--- src/rtl/lspc_pkg.sv ---
// ----------------------------------------------------------------------------
// lspc_pkg
// Types, constants and the arctangent table of the polar-to-Cartesian converter.
// ----------------------------------------------------------------------------
package lspc_pkg;

    // Field widths.
    localparam int RANGE_W  = 20;
    localparam int INDEX_W  = 12;
    localparam int ANGLE_W  = 32;
    localparam int POINT_W  = 21;
    localparam int KINV_W   = 24;

    // Internal datapath widths: Q24 coordinates and the residual angle.
    localparam int XY_W     = 47;
    localparam int Z_W      = 34;
    localparam int FRAC_W   = 24;

    localparam int CORDIC_ITERS = 24;
    localparam int MAX_SAMPLES  = 4096;

    // Over-range samples are reported as one kilometre.
    localparam int MM_PER_M      = 1000;
    localparam int RANGE_OVER_MM = MM_PER_M * MM_PER_M;

    // Reciprocal of the CORDIC gain in Q24.
    localparam logic [KINV_W-1:0] KINV_Q24 = 24'd10188014;

    localparam logic signed [POINT_W-1:0] POINT_MAX = 21'sd1048575;
    localparam logic signed [POINT_W-1:0] POINT_MIN = -21'sd1048576;

    // Register map, by word index.
    typedef enum logic [1:0] {
        REG_ANGLE_START = 2'd0,
        REG_ANGLE_STEP  = 2'd1,
        REG_RANGE_MIN   = 2'd2,
        REG_RANGE_MAX   = 2'd3
    } lspc_reg_t;

    // Arctangent of 2^-i as a fraction of a full turn times 2^32.
    localparam logic [ANGLE_W-1:0] ATAN_TURN [CORDIC_ITERS] = '{
        32'd536870912, 32'd316933406, 32'd167458907, 32'd85004756,
        32'd42667331,  32'd21354465,  32'd10679838,  32'd5340245,
        32'd2670163,   32'd1335087,   32'd667544,    32'd333772,
        32'd166886,    32'd83443,     32'd41722,     32'd20861,
        32'd10430,     32'd5215,      32'd2608,      32'd1304,
        32'd652,       32'd326,       32'd163,       32'd81
    };

    // Payload handed from cell to cell along the rotator.
    typedef struct packed {
        logic signed [XY_W-1:0] x;
        logic signed [XY_W-1:0] y;
        logic signed [Z_W-1:0]  z;
        logic [1:0]             quad;
        logic                   last;
    } lspc_cord_t;

    // Beam setup registers shared by the front end.
    typedef struct packed {
        logic [ANGLE_W-1:0] angle_start;
        logic [ANGLE_W-1:0] angle_step;
        logic [RANGE_W-1:0] range_min;
        logic [RANGE_W-1:0] range_max;
    } lspc_cfg_t;

endpackage

--- src/rtl/lspc_back.sv ---
// ----------------------------------------------------------------------------
// lspc_back
// Applies the quarter turn, rounds from Q24 and saturates into the output register.
// ----------------------------------------------------------------------------
module lspc_back (
    input  logic                                aclk,
    input  logic                                aresetn,
    input  logic                                in_valid,
    output logic                                in_ready,
    input  lspc_pkg::lspc_cord_t                in_data,
    output logic                                out_valid,
    input  logic                                out_ready,
    output logic signed [lspc_pkg::POINT_W-1:0] out_x,
    output logic signed [lspc_pkg::POINT_W-1:0] out_y,
    output logic                                out_last
);
    import lspc_pkg::*;

    localparam int SUM_W = XY_W + 1;
    localparam int RND_W = SUM_W - FRAC_W;

    logic                      valid_reg;
    logic                      valid_next;
    logic signed [POINT_W-1:0] x_reg;
    logic signed [POINT_W-1:0] x_next;
    logic signed [POINT_W-1:0] y_reg;
    logic signed [POINT_W-1:0] y_next;
    logic                      last_reg;
    logic signed [XY_W-1:0]    rx;
    logic signed [XY_W-1:0]    ry;

    // Round half up and clamp to the output range.
    function automatic logic signed [POINT_W-1:0] round_sat(input logic signed [XY_W-1:0] v);
        logic signed [SUM_W-1:0] sum;
        logic signed [RND_W-1:0] r;
        sum = $signed({v[XY_W-1], v}) + $signed(SUM_W'(1) <<< (FRAC_W - 1));
        r   = sum[SUM_W-1:FRAC_W];
        if (r > $signed(RND_W'(POINT_MAX))) begin
            return POINT_MAX;
        end else if (r < $signed({{(RND_W-POINT_W){1'b1}}, POINT_MIN})) begin
            return POINT_MIN;
        end else begin
            return r[POINT_W-1:0];
        end
    endfunction

    assign in_ready = !valid_reg || out_ready;

    // Exact quarter-turn rotation.
    always_comb begin
        unique case (in_data.quad)
            2'd1: begin
                rx = -in_data.y;
                ry = in_data.x;
            end
            2'd2: begin
                rx = -in_data.x;
                ry = -in_data.y;
            end
            2'd3: begin
                rx = in_data.y;
                ry = -in_data.x;
            end
            default: begin
                rx = in_data.x;
                ry = in_data.y;
            end
        endcase
        x_next     = round_sat(rx);
        y_next     = round_sat(ry);
        valid_next = in_ready ? in_valid : valid_reg;
    end

    always_ff @(posedge aclk) begin
        if (!aresetn) begin
            valid_reg <= 1'b0;
        end else begin
            valid_reg <= valid_next;
        end
    end

    always_ff @(posedge aclk) begin
        if (in_ready) begin
            x_reg    <= x_next;
            y_reg    <= y_next;
            last_reg <= in_data.last;
        end
    end

    assign out_valid = valid_reg;
    assign out_x     = x_reg;
    assign out_y     = y_reg;
    assign out_last  = last_reg;

endmodule

--- config.mk ---
export PLATFORM = sky130hd
export DESIGN_NAME = lspc_back
export DESIGN_NICKNAME = d
export VERILOG_FILES = /design/src/rtl/lspc_pkg.sv /design/src/rtl/lspc_back.sv
export SDC_FILE = /design/constraint.sdc
export NUM_CORES = 1
export LEC_CHECK = 0
export BUFFER_PORTS_ARGS = -buffer_cell sky130_fd_sc_hd__buf_4
export CORE_MARGIN = 1.5
export CORE_UTILIZATION = 53
export DETAILED_ROUTE_END_ITERATION = 6
export GPL_ROUTABILITY_DRIVEN = 0
export PLACE_DENSITY = 0.82
export SLEW_MARGIN = 15
export SYNTH_ARGS = -nofsm -noshare
export SYNTH_HDL_FRONTEND = slang
export SYNTH_SLANG_ARGS = --single-unit
--- constraint.sdc ---
create_clock -name aclk -period 5.6 [get_ports aclk]
set_clock_uncertainty 0.1 [all_clocks]
set_input_delay 0.56 -clock aclk [delete_from_list [all_inputs] [get_ports aclk]]
set_output_delay 0.56 -clock aclk [all_outputs]
set_load 0.005 [all_outputs]
---- After elaboration in Yosys (flattened, before gate mapping) ----
Index checks and enable logic that the tools add are counted.
storage, ports and cells
  RAM bits ................................ 0
  memories kept ........................... 0
  bits in registers ....................... 44
  logic and storage cells ................. 21
  memory bits (read-only) ................. 0
  latch bits .............................. 0
  output and inout port bits .............. 45
operators by class
  order comparisons ....................... 4
  equality and inequality tests ........... 3
  multipliers ............................. 0
  div/mod/pow operators ................... 0
  reduce and logical (&&, ||, !) cells .... 2
  mux-type cells .......................... 4
  bitwise logic cells ..................... 0
  shifts and indexed selects .............. 0
  $add $sub $neg .......................... 4
operator list
  kind                                                           number
  case mux 47 bit (3 select lines)                               2
  adder 47 x 25 -> 48 bit (second input constant)                2
  negation 47 bit                                                2
  > comparator 24 x 21 -> 1 bit (second input constant)          2
  less-than comparator 24 x 21 -> 1 bit (second input constant)  2
  2-to-1 mux 21 bit                                              2
  == test 2 bit (second input constant)                          2
  == test 2 x 1 -> 1 bit (second input constant)                 1
  zero test 1 bit                                                1
  logical OR 1 bit                                               1

---- Longest topological paths before layout ----
  word-level depth ........................ 5
  gate-level depth with buffers ........... 19
  gate-level depth less buffers ........... 13

---- Worst setup path after synthesis ----
Ideal clock, no wire load.
  path type ............................... in2reg
  start point ............................. input in_data[102] in the netlist's numbering
  end point ............................... register y_reg[10] (netlist: out_y[10]), data pin
  stages on the path ...................... 16
  data arrival time ....................... 4,586 ps
  slack ................................... 658 ps
  library setup time ...................... 256 ps
  buffers on the path ..................... 5
  cell sequence ........................... or4_1 > buf_2 > or3_4 > buf_6 > or4_1 > buf_6 > a221oi_4 > o221ai_2 > nor4_4 > nand2_2 > or4_4 > buf_6 > maj3_2 > a21oi_4 > buf_12 > o21ai_2
on the way
  cells in the longest elaborated chain, start to end .. 5
  elaborated cells between the ends (all ways) .. 6
  classes of those cells .................. add/sub (2); order compare (2); mux (2)
ends and longest elaborated chain
  what                                   line             text
  from (decl)                            lspc_back.sv:10  input lspc_pkg::lspc_cord_t in_data,
  negation 47 bit                        lspc_back.sv:62  ry = -in_data.x;
  case mux 47 bit (3 select lines) *     lspc_back.sv:51  unique case (in_data.quad)
  adder 47 x 25 -> 48 bit *              lspc_back.sv:36  sum = $signed({v[XY_W-1], v}) + $signed(SUM_W'(1) <<< (FRAC_W - 1));
  less-than comparator 24 x 21 -> 1 bit  lspc_back.sv:40  end else if (r < $signed({{(RND_W-POINT_W){1'b1}}, POINT_MIN})) begin
  2-to-1 mux 21 bit                      lspc_back.sv:40
  to (signal assigned)                   lspc_back.sv:85  y_reg <= y_next;
  to (decl)                              lspc_back.sv:26  logic signed [POINT_W-1:0] y_reg;
Every way passes the cells marked *; elsewhere a longest branch is shown, timed or not.
A chain may end at the register's enable or synchronous reset.

---- Worst setup path in the final report ----
  start point ............................. input in_data[102] in the netlist's numbering
  end point ............................... register y_reg[4] (netlist: out_y[4]), data pin
Same word-level chain as after synthesis.

==> results.yml <==
die:
  pin_count: 180
  die_area_sq_um: 11600
  rows: 38
  core_sq_um: 10700
  start_util: 0.540
  die-height_microns: 108
  die_x_microns: 108
yosys:
  netlist_area_sq_um: 5800
  synth_cell_types: 92
  ys_top_cells_by_count: "62 x nand2_1, 54 x o21ai_0, 52 x nor2_1"
  yosys_warnings: 0
  synth_area_leader_cell: "edfxtp_1"
  synth.net_count: 876
  async_reset_ff_frac: 0
  dominantRegCellSynth: "edfxtp_1"
  synth_edf_count: 43
  seq_area_frac_synth: 0.226
  synth.most_common_cell: "nand2_1"
  ys_ff_latch: 44
  synth_cells: 739
  synth_top_area_frac: 0.223
  synth_area_leaders: "edfxtp_1 22%, o21ai_0 4.7%, nand2_1 4.0%"
  syn_area_per_cell_sq_um: 7.85
setup_path:
  reg2reg_slack_ns: 4.28
  crit_fanout: 18
  required_ns: 5.54
  critPathKind: "in -> reg"
  crit_path_start_kind: "input port"
  end_kind: "flip-flop"
  cp.arrival_ns: 4.98
clock_network:
  clk_pin_slew_ns: 0.09
  clk_latency_ns: 0.30
  cts_made_buffers: 5
  postCtsSetupBuffers: 0
  clock_path_buffers: 2
  clkSinkCount: 44
  h-tree-depth: 2
  tritoncts: "done"
  cts_resized: 0
  cts-hold-fix-buffers: 0
  cts_root_buf: "clkbuf_8"
power_and_ir_drop:
  combPwrFrac: 0.433
  pwr-share-seq: 0.377
  switching_share: 0.337
  p_int_uw: 778
  p_leak_nw: 2.62
  ir_drop_v: 0.000102
  powerDensity_nw_per_um2: 165
  net-switching-power_uw: 395
  power.share.clock: 0.189
sta:
  fmax_mhz: 198
  finalMaxSlewViolations: 0
  finalSetupViolCount: 0
  slew_headroom: 0.305
  rsz0062_at_grt: "no"
  fin_crit_ns: 5.04
  finalCritPeriodShare: 0.901
  holdWs_ns: 0.319
  tightest_slew_ns: 1.03
  hold_viol: 0
  setup_tns_ns: 0
detailed_routing:
  drc: 0
  num_vias: 7015
  wl_per_cell_microns: 19.7
  wl_microns: 19700
  vias_per_cell: 7.02
  drtAntennaViolNets: 0
  drtIter0Drc: 944
  firstDrtPassIters: 6
finish:
  final_nets: 995
  area_growth_pct: 22.9
  layout.filler_cells: 907
  drive_gt1_frac: 0.275
  num_antenna_cells: 0
placed_design:
  place_hpwl_microns: 14600
  portBuffers: 145
global_route:
  grt.overflow.total: 0
  grt_pass1_vias: 6381
  grt_pass1_wl_microns: 30900
  grt.total_usage: 0.336
  antenna_found_initial: 0
  grt_max_degree: 67
outcome:
  outcome: "finished, final reports clean"
hold_path:
  hp-class: "in -> reg"
flow_run:
  max-cap-violations: 0
==> final cells by class <==
cell class	count	area, sq um	share of cell area
timing repair buffer	176	1330	0.187
tap	140	175	0.0246
multi-input combinational	620	4170	0.585
inverter	11	41.3	0.00579
sequential	44	1310	0.184
clock buffer	8	100	0.0140
==> registers in the layout, summed over array words and instances, names as in the netlist <==
name       cells
out_last       1
out_valid      1
out_x         21
out_y         21
==> logic make-up after synthesis <==
logic type	Yosys count	share of synthesized area
simple gates	314	0.295
compound gates	232	0.298
buf+inv	75	0.0574
flops	44	0.226
xor+xnor	42	0.0634
mux	29	0.0535
fa+ha+maj	3	0.00625
==> cell usage in the layout, fill, tap and decap left out, drive strengths merged, types with 7 or more instances in the layout <==
cell and instances:
a211oi 21, a21oi 28, a31oi 11, and2 10
and3 11, buf 176, clkbuf 8, edfxtp 43
inv 10, mux2i 22, nand2 63, nand2b 8
nand3 26, nand4 15, nor2 52, nor2b 7
nor3 39, nor4 21, o211ai 10, o21ai 64
o311ai 11, o31ai 9, or2 12, or3 15
or4 19, xnor2 22, xor2 20
==> critical path, stage by stage <==
cell	delay, ns
buf_4	0.11
or4_1	0.68
or3_4	0.52
nor4_1	0.33
a2111oi_0	0.14
buf_4	0.18
a2111oi_2	0.33
nand3_1	0.24
or3b_4	0.44
or4_4	0.58
maj3_2	0.35
a21oi_4	0.11
buf_4	0.26
o21ai_0	0.14
==> per-layer routing <==
layer	global-route usage	vias up	part of all wire
met5	0	-	0
met4	0.195	0	0.055
met3	0.0400	90	0.10
met2	0.553	534	0.47
met1	0.422	3242	0.37
li1	-	3149	-
==> per-stage QoR <==
stage	setup WS, ns	util	instances	total power [mW]	area, sq um
2_1_floorplan	0.658	-	739	0.725	5800
6_report	0.557	0.663	999	1.17	7130
5_1_grt	0.210	0.663	999	1.23	7130
3_3_place_gp	0.218	0.651	990	0.927	7000
3_5_place_dp	0.0223	0.651	990	0.945	7000
4_1_cts	0.258	0.661	998	1.17	7100
==> power groups by stage <==
stage	Clock (mW)	Sequential (mW)	Combinational [mW]
after CTS	0.226	0.444	0.496
final	0.222	0.442	0.508
after floorplan	0	0.457	0.268
after global routing	0.237	0.448	0.548
after global placement	0	0.449	0.478
after detailed placement	0	0.451	0.494
==> worst paths after layout <==
kind | from | end | cells past startpoint
worst max-delay path | in_data[102] | out_y[4] | 14
worst min-delay path | in_data[0] | out_last | 1
worst max register to register | out_valid | out_x[1] | 2
worst min register to register | out_valid | out_valid | 2
Power figures use the tool's default switching activity.
