--- config.mk ---
export PLATFORM = sky130hd
export DESIGN_NAME = lspc_front
export DESIGN_NICKNAME = d
export VERILOG_FILES = /design/src/rtl/lspc_pkg.sv /design/src/rtl/lspc_front.sv
export SDC_FILE = /design/constraint.sdc
export NUM_CORES = 1
export LEC_CHECK = 0
export BUFFER_PORTS_ARGS = -buffer_cell sky130_fd_sc_hd__buf_2
export CORE_ASPECT_RATIO = 0.6
export CORE_MARGIN = 1.5
export CORE_UTILIZATION = 23
export DETAILED_ROUTE_END_ITERATION = 16
export GPL_ROUTABILITY_DRIVEN = 1
export HOLD_SLACK_MARGIN = 0.02
export PLACE_DENSITY = 0.35
export SLEW_MARGIN = 15
export SYNTH_ARGS = -nofsm -noshare
export SYNTH_HDL_FRONTEND = slang
export SYNTH_SLANG_ARGS = --single-unit
--- constraint.sdc ---
create_clock -name aclk -period 19.91 [get_ports aclk]
set_input_delay 3.982 -clock aclk [delete_from_list [all_inputs] [get_ports aclk]]
set_output_delay 3.982 -clock aclk [all_outputs]
set_load 0.005 [all_outputs]
--- src/rtl/lspc_pkg.sv ---
// ----------------------------------------------------------------------------
// lspc_pkg
// Types, constants and the arctangent table of the polar-to-Cartesian converter.
// ----------------------------------------------------------------------------
package lspc_pkg;

    // Field widths.
    localparam int RANGE_W  = 20;
    localparam int INDEX_W  = 12;
    localparam int ANGLE_W  = 32;
    localparam int POINT_W  = 21;
    localparam int KINV_W   = 24;

    // Internal datapath widths: Q24 coordinates and the residual angle.
    localparam int XY_W     = 47;
    localparam int Z_W      = 34;
    localparam int FRAC_W   = 24;

    localparam int CORDIC_ITERS = 24;
    localparam int MAX_SAMPLES  = 4096;

    // Over-range samples are reported as one kilometre.
    localparam int MM_PER_M      = 1000;
    localparam int RANGE_OVER_MM = MM_PER_M * MM_PER_M;

    // Reciprocal of the CORDIC gain in Q24.
    localparam logic [KINV_W-1:0] KINV_Q24 = 24'd10188014;

    localparam logic signed [POINT_W-1:0] POINT_MAX = 21'sd1048575;
    localparam logic signed [POINT_W-1:0] POINT_MIN = -21'sd1048576;

    // Register map, by word index.
    typedef enum logic [1:0] {
        REG_ANGLE_START = 2'd0,
        REG_ANGLE_STEP  = 2'd1,
        REG_RANGE_MIN   = 2'd2,
        REG_RANGE_MAX   = 2'd3
    } lspc_reg_t;

    // Arctangent of 2^-i as a fraction of a full turn times 2^32.
    localparam logic [ANGLE_W-1:0] ATAN_TURN [CORDIC_ITERS] = '{
        32'd536870912, 32'd316933406, 32'd167458907, 32'd85004756,
        32'd42667331,  32'd21354465,  32'd10679838,  32'd5340245,
        32'd2670163,   32'd1335087,   32'd667544,    32'd333772,
        32'd166886,    32'd83443,     32'd41722,     32'd20861,
        32'd10430,     32'd5215,      32'd2608,      32'd1304,
        32'd652,       32'd326,       32'd163,       32'd81
    };

    // Payload handed from cell to cell along the rotator.
    typedef struct packed {
        logic signed [XY_W-1:0] x;
        logic signed [XY_W-1:0] y;
        logic signed [Z_W-1:0]  z;
        logic [1:0]             quad;
        logic                   last;
    } lspc_cord_t;

    // Beam setup registers shared by the front end.
    typedef struct packed {
        logic [ANGLE_W-1:0] angle_start;
        logic [ANGLE_W-1:0] angle_step;
        logic [RANGE_W-1:0] range_min;
        logic [RANGE_W-1:0] range_max;
    } lspc_cfg_t;

endpackage

--- src/rtl/lspc_front.sv ---
// ----------------------------------------------------------------------------
// lspc_front
// Conditions the range, forms the beam angle and seeds the rotator.
// ----------------------------------------------------------------------------
module lspc_front (
    input  logic                         aclk,
    input  logic                         aresetn,
    input  lspc_pkg::lspc_cfg_t          cfg,
    input  logic                         in_valid,
    output logic                         in_ready,
    input  logic [lspc_pkg::RANGE_W-1:0] in_range,
    input  logic [lspc_pkg::INDEX_W-1:0] in_index,
    input  logic                         in_last,
    output logic                         out_valid,
    input  logic                         out_ready,
    output lspc_pkg::lspc_cord_t         out_data
);
    import lspc_pkg::*;

    localparam int IDX_EXT_W = 17;

    // First register: conditioned range and beam angle.
    logic                a_valid_reg;
    logic                a_valid_next;
    logic [RANGE_W-1:0]  a_range_reg;
    logic [RANGE_W-1:0]  a_range_next;
    logic [ANGLE_W-1:0]  a_angle_reg;
    logic [ANGLE_W-1:0]  a_angle_next;
    logic                a_last_reg;
    logic                a_ready;

    // Second register: scaled vector, quadrant and residual angle.
    logic                b_valid_reg;
    logic                b_valid_next;
    lspc_cord_t          b_data_reg;
    lspc_cord_t          b_data_next;
    logic                b_ready;

    logic [INDEX_W-1:0]  idx_clamped;
    logic [ANGLE_W-1:0]  quad_sum;
    logic [1:0]          quad;
    logic [ANGLE_W-1:0]  resid;
    logic [RANGE_W+KINV_W-1:0] scaled;

    // A stage takes a beat when it is empty or its successor moves on.
    assign b_ready  = !b_valid_reg || out_ready;
    assign a_ready  = !a_valid_reg || b_ready;
    assign in_ready = a_ready;

    // Range conditioning, index clamp and beam angle.
    always_comb begin
        if ({{(IDX_EXT_W-INDEX_W){1'b0}}, in_index} >= IDX_EXT_W'(MAX_SAMPLES)) begin
            idx_clamped = INDEX_W'(MAX_SAMPLES - 1);
        end else begin
            idx_clamped = in_index;
        end
        priority if (in_range < cfg.range_min) begin
            a_range_next = '0;
        end else if (in_range > cfg.range_max) begin
            a_range_next = RANGE_W'(RANGE_OVER_MM);
        end else begin
            a_range_next = in_range;
        end
        a_angle_next = cfg.angle_start
                     + ANGLE_W'({{(ANGLE_W-INDEX_W){1'b0}}, idx_clamped} * cfg.angle_step);
        a_valid_next = a_ready ? in_valid : a_valid_reg;
    end

    // Nearest quarter turn, signed residual and the gain-corrected start vector.
    always_comb begin
        quad_sum = a_angle_reg + 32'h2000_0000;
        quad     = quad_sum[ANGLE_W-1:ANGLE_W-2];
        resid    = a_angle_reg - {quad, {(ANGLE_W-2){1'b0}}};
        scaled   = {{KINV_W{1'b0}}, a_range_reg} * {{RANGE_W{1'b0}}, KINV_Q24};
        b_data_next.x    = $signed({{(XY_W-RANGE_W-KINV_W){1'b0}}, scaled});
        b_data_next.y    = '0;
        b_data_next.z    = $signed({{(Z_W-ANGLE_W){resid[ANGLE_W-1]}}, resid});
        b_data_next.quad = quad;
        b_data_next.last = a_last_reg;
        b_valid_next     = b_ready ? a_valid_reg : b_valid_reg;
    end

    // Valid flags.
    always_ff @(posedge aclk) begin
        if (!aresetn) begin
            a_valid_reg <= 1'b0;
            b_valid_reg <= 1'b0;
        end else begin
            a_valid_reg <= a_valid_next;
            b_valid_reg <= b_valid_next;
        end
    end

    // Payload registers.
    always_ff @(posedge aclk) begin
        if (a_ready) begin
            a_range_reg <= a_range_next;
            a_angle_reg <= a_angle_next;
            a_last_reg  <= in_last;
        end
        if (b_ready) begin
            b_data_reg <= b_data_next;
        end
    end

    assign out_valid = b_valid_reg;
    assign out_data  = b_data_reg;

endmodule

# After elaboration in Yosys (flattened, before gate mapping)
# Cells that the tools add are included.
# Widths: inputs -> output; s select.
# totals
ff_bits	133
inputBits	141
output_inout_bits	133
wordCells	23
# op_classes
add_sub_neg	3
n_mul	2
n_lt_le_gt_ge	2
muxes	1
n_reduce_logical	5
# op_table
op	count
$mul 20x23->43 const B	1
$add 32x30->32 const B	1
$add 32x32->32	1
$mul 12x32->32	1
$sub 32x32->32	1
$gt 20x20->1	1
$lt 20x20->1	1
$mux 20	1
$logic_not 1->1	2
$logic_or 1x1->1	2
$reduce_or 2->1	1

# Longest topological paths before layout
# logic_depth
ltp_word	3
ltp_mapped	24
ltp_nobuf	23

# Least setup slack after synthesis
# Ideal clock, no wire load.
# synth_timing
path_type	input to register
start	input in_index[3] (netlist name)
end	register a_angle_reg[30] (data pin)
setup_ns	0.258
arrival_ns	9.017
required_time_ns	19.652
setup_slack_ns	10.636
cell_stages	18
path_buffers	3
cell_sequence	clkbuf_1 > clkbuf_1 > nand2_1 > fa_1 > fa_1 > fa_1 > fa_1 > inv_1 > fa_1 > ha_1 > clkbuf_1 > nand4_1 > or4b_1 > o221a_1 > or3_1 > nand3b_1 > a21oi_1 > xnor2_1
# synth_between
elab_chain_len	2
# synth_rtl
item	line	source
start, declared	lspc_front.sv:12	input logic [lspc_pkg::INDEX_W-1:0] in_index,
$mul 12x32->32	lspc_front.sv:65	+ ANGLE_W'({{(ANGLE_W-INDEX_W){1'b0}}, idx_clamped} * cfg.angle_step);
$add 32x32->32	lspc_front.sv:65	
via a_angle_next[30]	lspc_front.sv:28	logic [ANGLE_W-1:0] a_angle_next;
end signal, assigned	lspc_front.sv:98	a_angle_reg <= a_angle_next;
end, declared	lspc_front.sv:27	logic [ANGLE_W-1:0] a_angle_reg;
# The timed path passes the listed nets, and every way through them passes these cells.
# A chain may end at the register's enable or synchronous reset.

# Worst setup path in the final report
# layout_timing
start	input in_index[0] (netlist name)
end	register a_angle_reg[31] (data pin)
# The elaborated chain is that of the path after synthesis.

==> qor.txt <==
DETAILED ROUTING
--------------------------------------------------------------------------------------
Via Count                                                                       16,313
Number of iterations in the first detailed-routing pass                              5
Post-route DRC                                                                       0
Violation count after the first detailed-route iteration                         1,142
Antenna viol nets, final                                                             0
Wire length after detailed routing                                        79,500 microns
Wire length per cell                                                      19.9 microns
Vias per Instance                                                                 4.09

GLOBAL ROUTING
--------------------------------------------------------------------------------------
Grt met1 use                                                                     24.6%
Total global-route track usage                                                   15.1%
Met2 Usage GRT                                                                   19.7%
Maximum number of pins on one net before global-route repair                        56
Leftover overflow at the end of global routing                                       0
Most Used Layer, Global Route                                                     met1
Initial antenna violation count                                                      6
Global-route wire length before repair                                    119,000 microns
Number of global-route vias before repair                                       17,654
GR Layer Usage met3                                                              3.59%

PLACE
--------------------------------------------------------------------------------------
Hpwl dp                                                                   67,900 microns
Final RePlAce weighted congestion                                                0.858
Total of buffers placed on input and output ports                                  222

SYNTH
--------------------------------------------------------------------------------------
Number of enable-type register cells in the synthesized netlist                    131
Synth top area share                                                             38.4%
Top post-synthesis cells by area                                          sky130_fd_sc_hd__fa_1, sky130_fd_sc_hd__edfxtp_1, sky130_fd_sc_hd__ha_1, sky130_fd_sc_hd__inv_1, sky130_fd_sc_hd__nand2_1
Distinct cell type count after synthesis                                            62
Syn Area/Cell                                                               10.2 sq um
Syn Std Cell Area                                                         24,300 sq um
FFs w/ async S/R, synth                                                             0%
Flip-flop cell with the highest count after synthesis                     sky130_fd_sc_hd__edfxtp_1
Synthesized instance count                                                       2,383
Part of the Yosys area used for sequential elements                              16.3%
Leading area contributor after synthesis                                  sky130_fd_sc_hd__fa_1
Yosys Warn Count                                                                     0
Seq cells post-synth                                                               133

TIMING
--------------------------------------------------------------------------------------
Worst relative slew slack                                                        37.9%
Worst-Margin Slew                                                             0.932 ns
Number of slew-limit violations in the final report                                  0
Maximum clock frequency                                                        100 MHz
Final TNS setup                                                                   0 ns
Final worst-path cycle share                                                     50.0%
Number of endpoints failing setup at the final stage                                 0
Setup Skew                                                                   0.0156 ns
RSZ-0062 raised after global routing                                                no
Final-report hold violation count                                                    0
Final period demand of the worst path                                          9.96 ns

FLOORPLAN
--------------------------------------------------------------------------------------
Horiz. Die Dim                                                             423 microns
Number of I/O pins                                                                 274
Die Ht                                                                     255 microns
Initial core utilization                                                         23.2%
Number of placement rows                                                            92
Core outline area                                                         105,000 sq um
Die area                                                                  108,000 sq um

SETUP PATH
--------------------------------------------------------------------------------------
Type of the worst setup path                                              primary input to flip-flop
CP most frequent cell                                                     sky130_fd_sc_hd__fa_1
Worst-path maximum fanout                                                           32
Sort of element at the end of the critical path                              flip-flop
Critical path data required time                                              20.15 ns
Element type at the critical path start                                   primary input
Critical Path Max Stage Delay                                                  0.63 ns
CP arrival                                                                    10.20 ns
Worst path cell trace                                                     buf_2 > nand2_1 > fa_1 > inv_1 > fa_1 > fa_1 > inv_1 > fa_1 > inv_1 > fa_1 > ha_1 > and3_1 > nand3_1 > a211oi_1 > o21bai_1 > a41oi_1 > nand2b_1 > a31oi_1 > xnor2_1
Cell with the largest stage delay on the worst path                       sky130_fd_sc_hd__buf_2

CELLS AND AREA
--------------------------------------------------------------------------------------
Synth-to-Final Area Change                                                       12.7%
Share of cells above drive strength 1                                            11.2%
Core occupancy in the finished layout                                            26.1%
Flip-flop count of the largest register after layout                                78
Layout fillers                                                                  11,232
Net count, final                                                                 3,458

CLOCK TREE
--------------------------------------------------------------------------------------
TritonCTS clock tree                                                               yes
Number of gates resized after CTS                                                    0
Number of buffers added for setup after CTS                                          0
Longest Clk Path Bufs                                                                2
Clock slew at the register clock pins of the worst setup and hold paths        0.07 ns
Clk Tree Root Cell                                                        sky130_fd_sc_hd__clkbuf_16
Hold buffer count at CTS                                                             0
# H-tree levels                                                                      4
Clock sinks                                                                        133
Clock latency on the worst-skew pair                                           0.50 ns
Number of buffers created by CTS                                                    17

STATUS
--------------------------------------------------------------------------------------
Run status                                                                finished clean

JOB
--------------------------------------------------------------------------------------
Max Cap Viol                                                                         0

WORST HOLD PATH
--------------------------------------------------------------------------------------
Hold/Removal Path Class                                                   flip-flop to flip-flop

[cell usage in the layout (no fill, tap or decap), drive strengths merged, types with 5 or more instances in the layout]
master,netlist,routed
a21o,51,51
o21ai,35,35
nand3,13,13
o21a,20,20
nand4,11,11
o21ba,7,7
conb,1,51
inv,575,576
clkbuf,61,21
and3,7,7
nand2,275,275
ha,287,287
xor2,20,20
nor3b,13,13
and2,83,83
buf,55,227
xnor2,62,62
o21bai,10,10
nor2b,9,9
nor2,38,38
a31oi,10,10
nor3,11,11
or2,6,6
edfxtp,131,131
nand2b,10,10
clkinv,0,6
a211oi,5,5
a21oi,65,65
fa,467,467
[layout make-up]
type | instances | area, sq um | area share (%)
antenna | 4 | 10.0 | 0.0365
inverter | 575 | 2160 | 7.89
clock inverter | 11 | 125 | 0.457
tap | 1410 | 1760 | 6.44
multi-input combinational | 1609 | 17800 | 64.8
clock buffer | 21 | 470 | 1.72
sequential | 133 | 3970 | 14.5
timing repair buffer | 227 | 1150 | 4.19
[critical path: cells and delay by family]
family	cells	cell delay, ns
adders and majority gates	6	2.95
AOI/OAI and AO/OA	4	1.54
and+or+nand+nor	4	0.82
buffers and inverters	4	0.78
xor gates and xnor gates	1	0.08
[per-layer routing]
metal	up-vias	share of wire [%]
met5	-	0
met2	297	38
met3	39	5.4
met4	0	0.86
li1	7613	-
met1	8364	56
[stage by stage]
stage                     hold slack, ns  setup slack, ns  instance area (sq um)  instances
after CTS                          0.418            10.05                  27400       3986
final                              0.420             9.95                  27400       3990
after global routing               0.422             9.74                  27400       3988
after global placement             0.403             9.65                  26800       3954
after floorplan                    0.400            10.64                  24500       2433
after detailed placement           0.406             9.49                  26800       3954
[path summary, 6_finish.rpt]
check | endpoint | slack, ns | startpoint | depth (start not counted)
min reg2reg | out_data[9] | 0.42 | a_angle_reg[6] | 0
max reg2reg | out_data[114] | 12.35 | a_range_reg[8] | 20
max | a_angle_reg[31] | 9.95 | in_index[0] | 19
min | out_data[9] | 0.42 | a_angle_reg[6] | 0
[Yosys cell counts, types with 11 or more instances]
cell type / n
sky130_fd_sc_hd__a21oi_1: 61
sky130_fd_sc_hd__clkbuf_1: 61
sky130_fd_sc_hd__nand2_1: 275
sky130_fd_sc_hd__nor3b_1: 13
sky130_fd_sc_hd__xor2_1: 20
sky130_fd_sc_hd__edfxtp_1: 131
sky130_fd_sc_hd__ha_1: 287
sky130_fd_sc_hd__buf_4: 53
sky130_fd_sc_hd__inv_1: 575
sky130_fd_sc_hd__nand3_1: 13
sky130_fd_sc_hd__o21a_1: 20
sky130_fd_sc_hd__nor2_1: 38
sky130_fd_sc_hd__fa_1: 467
sky130_fd_sc_hd__xnor2_1: 62
sky130_fd_sc_hd__nand4_1: 11
sky130_fd_sc_hd__o21ai_0: 34
sky130_fd_sc_hd__a21o_1: 49
sky130_fd_sc_hd__and2_1: 83
sky130_fd_sc_hd__nor3_1: 11
[kinds of logic after synthesis]
kind of cell	count (synthesis)	share of synthesized area (%)
other	1	0.0154
buffers and inverters	691	11.5
AOI/OAI and AO/OA	236	6.72
and+or+nand+nor	486	9.28
DFF	133	16.3
xor gates and xnor gates	82	2.95
adders and majority gates	754	53.2
Power is not shown: default switching activity piles up to over one toggle a cycle in this logic, so the estimate is an artifact.
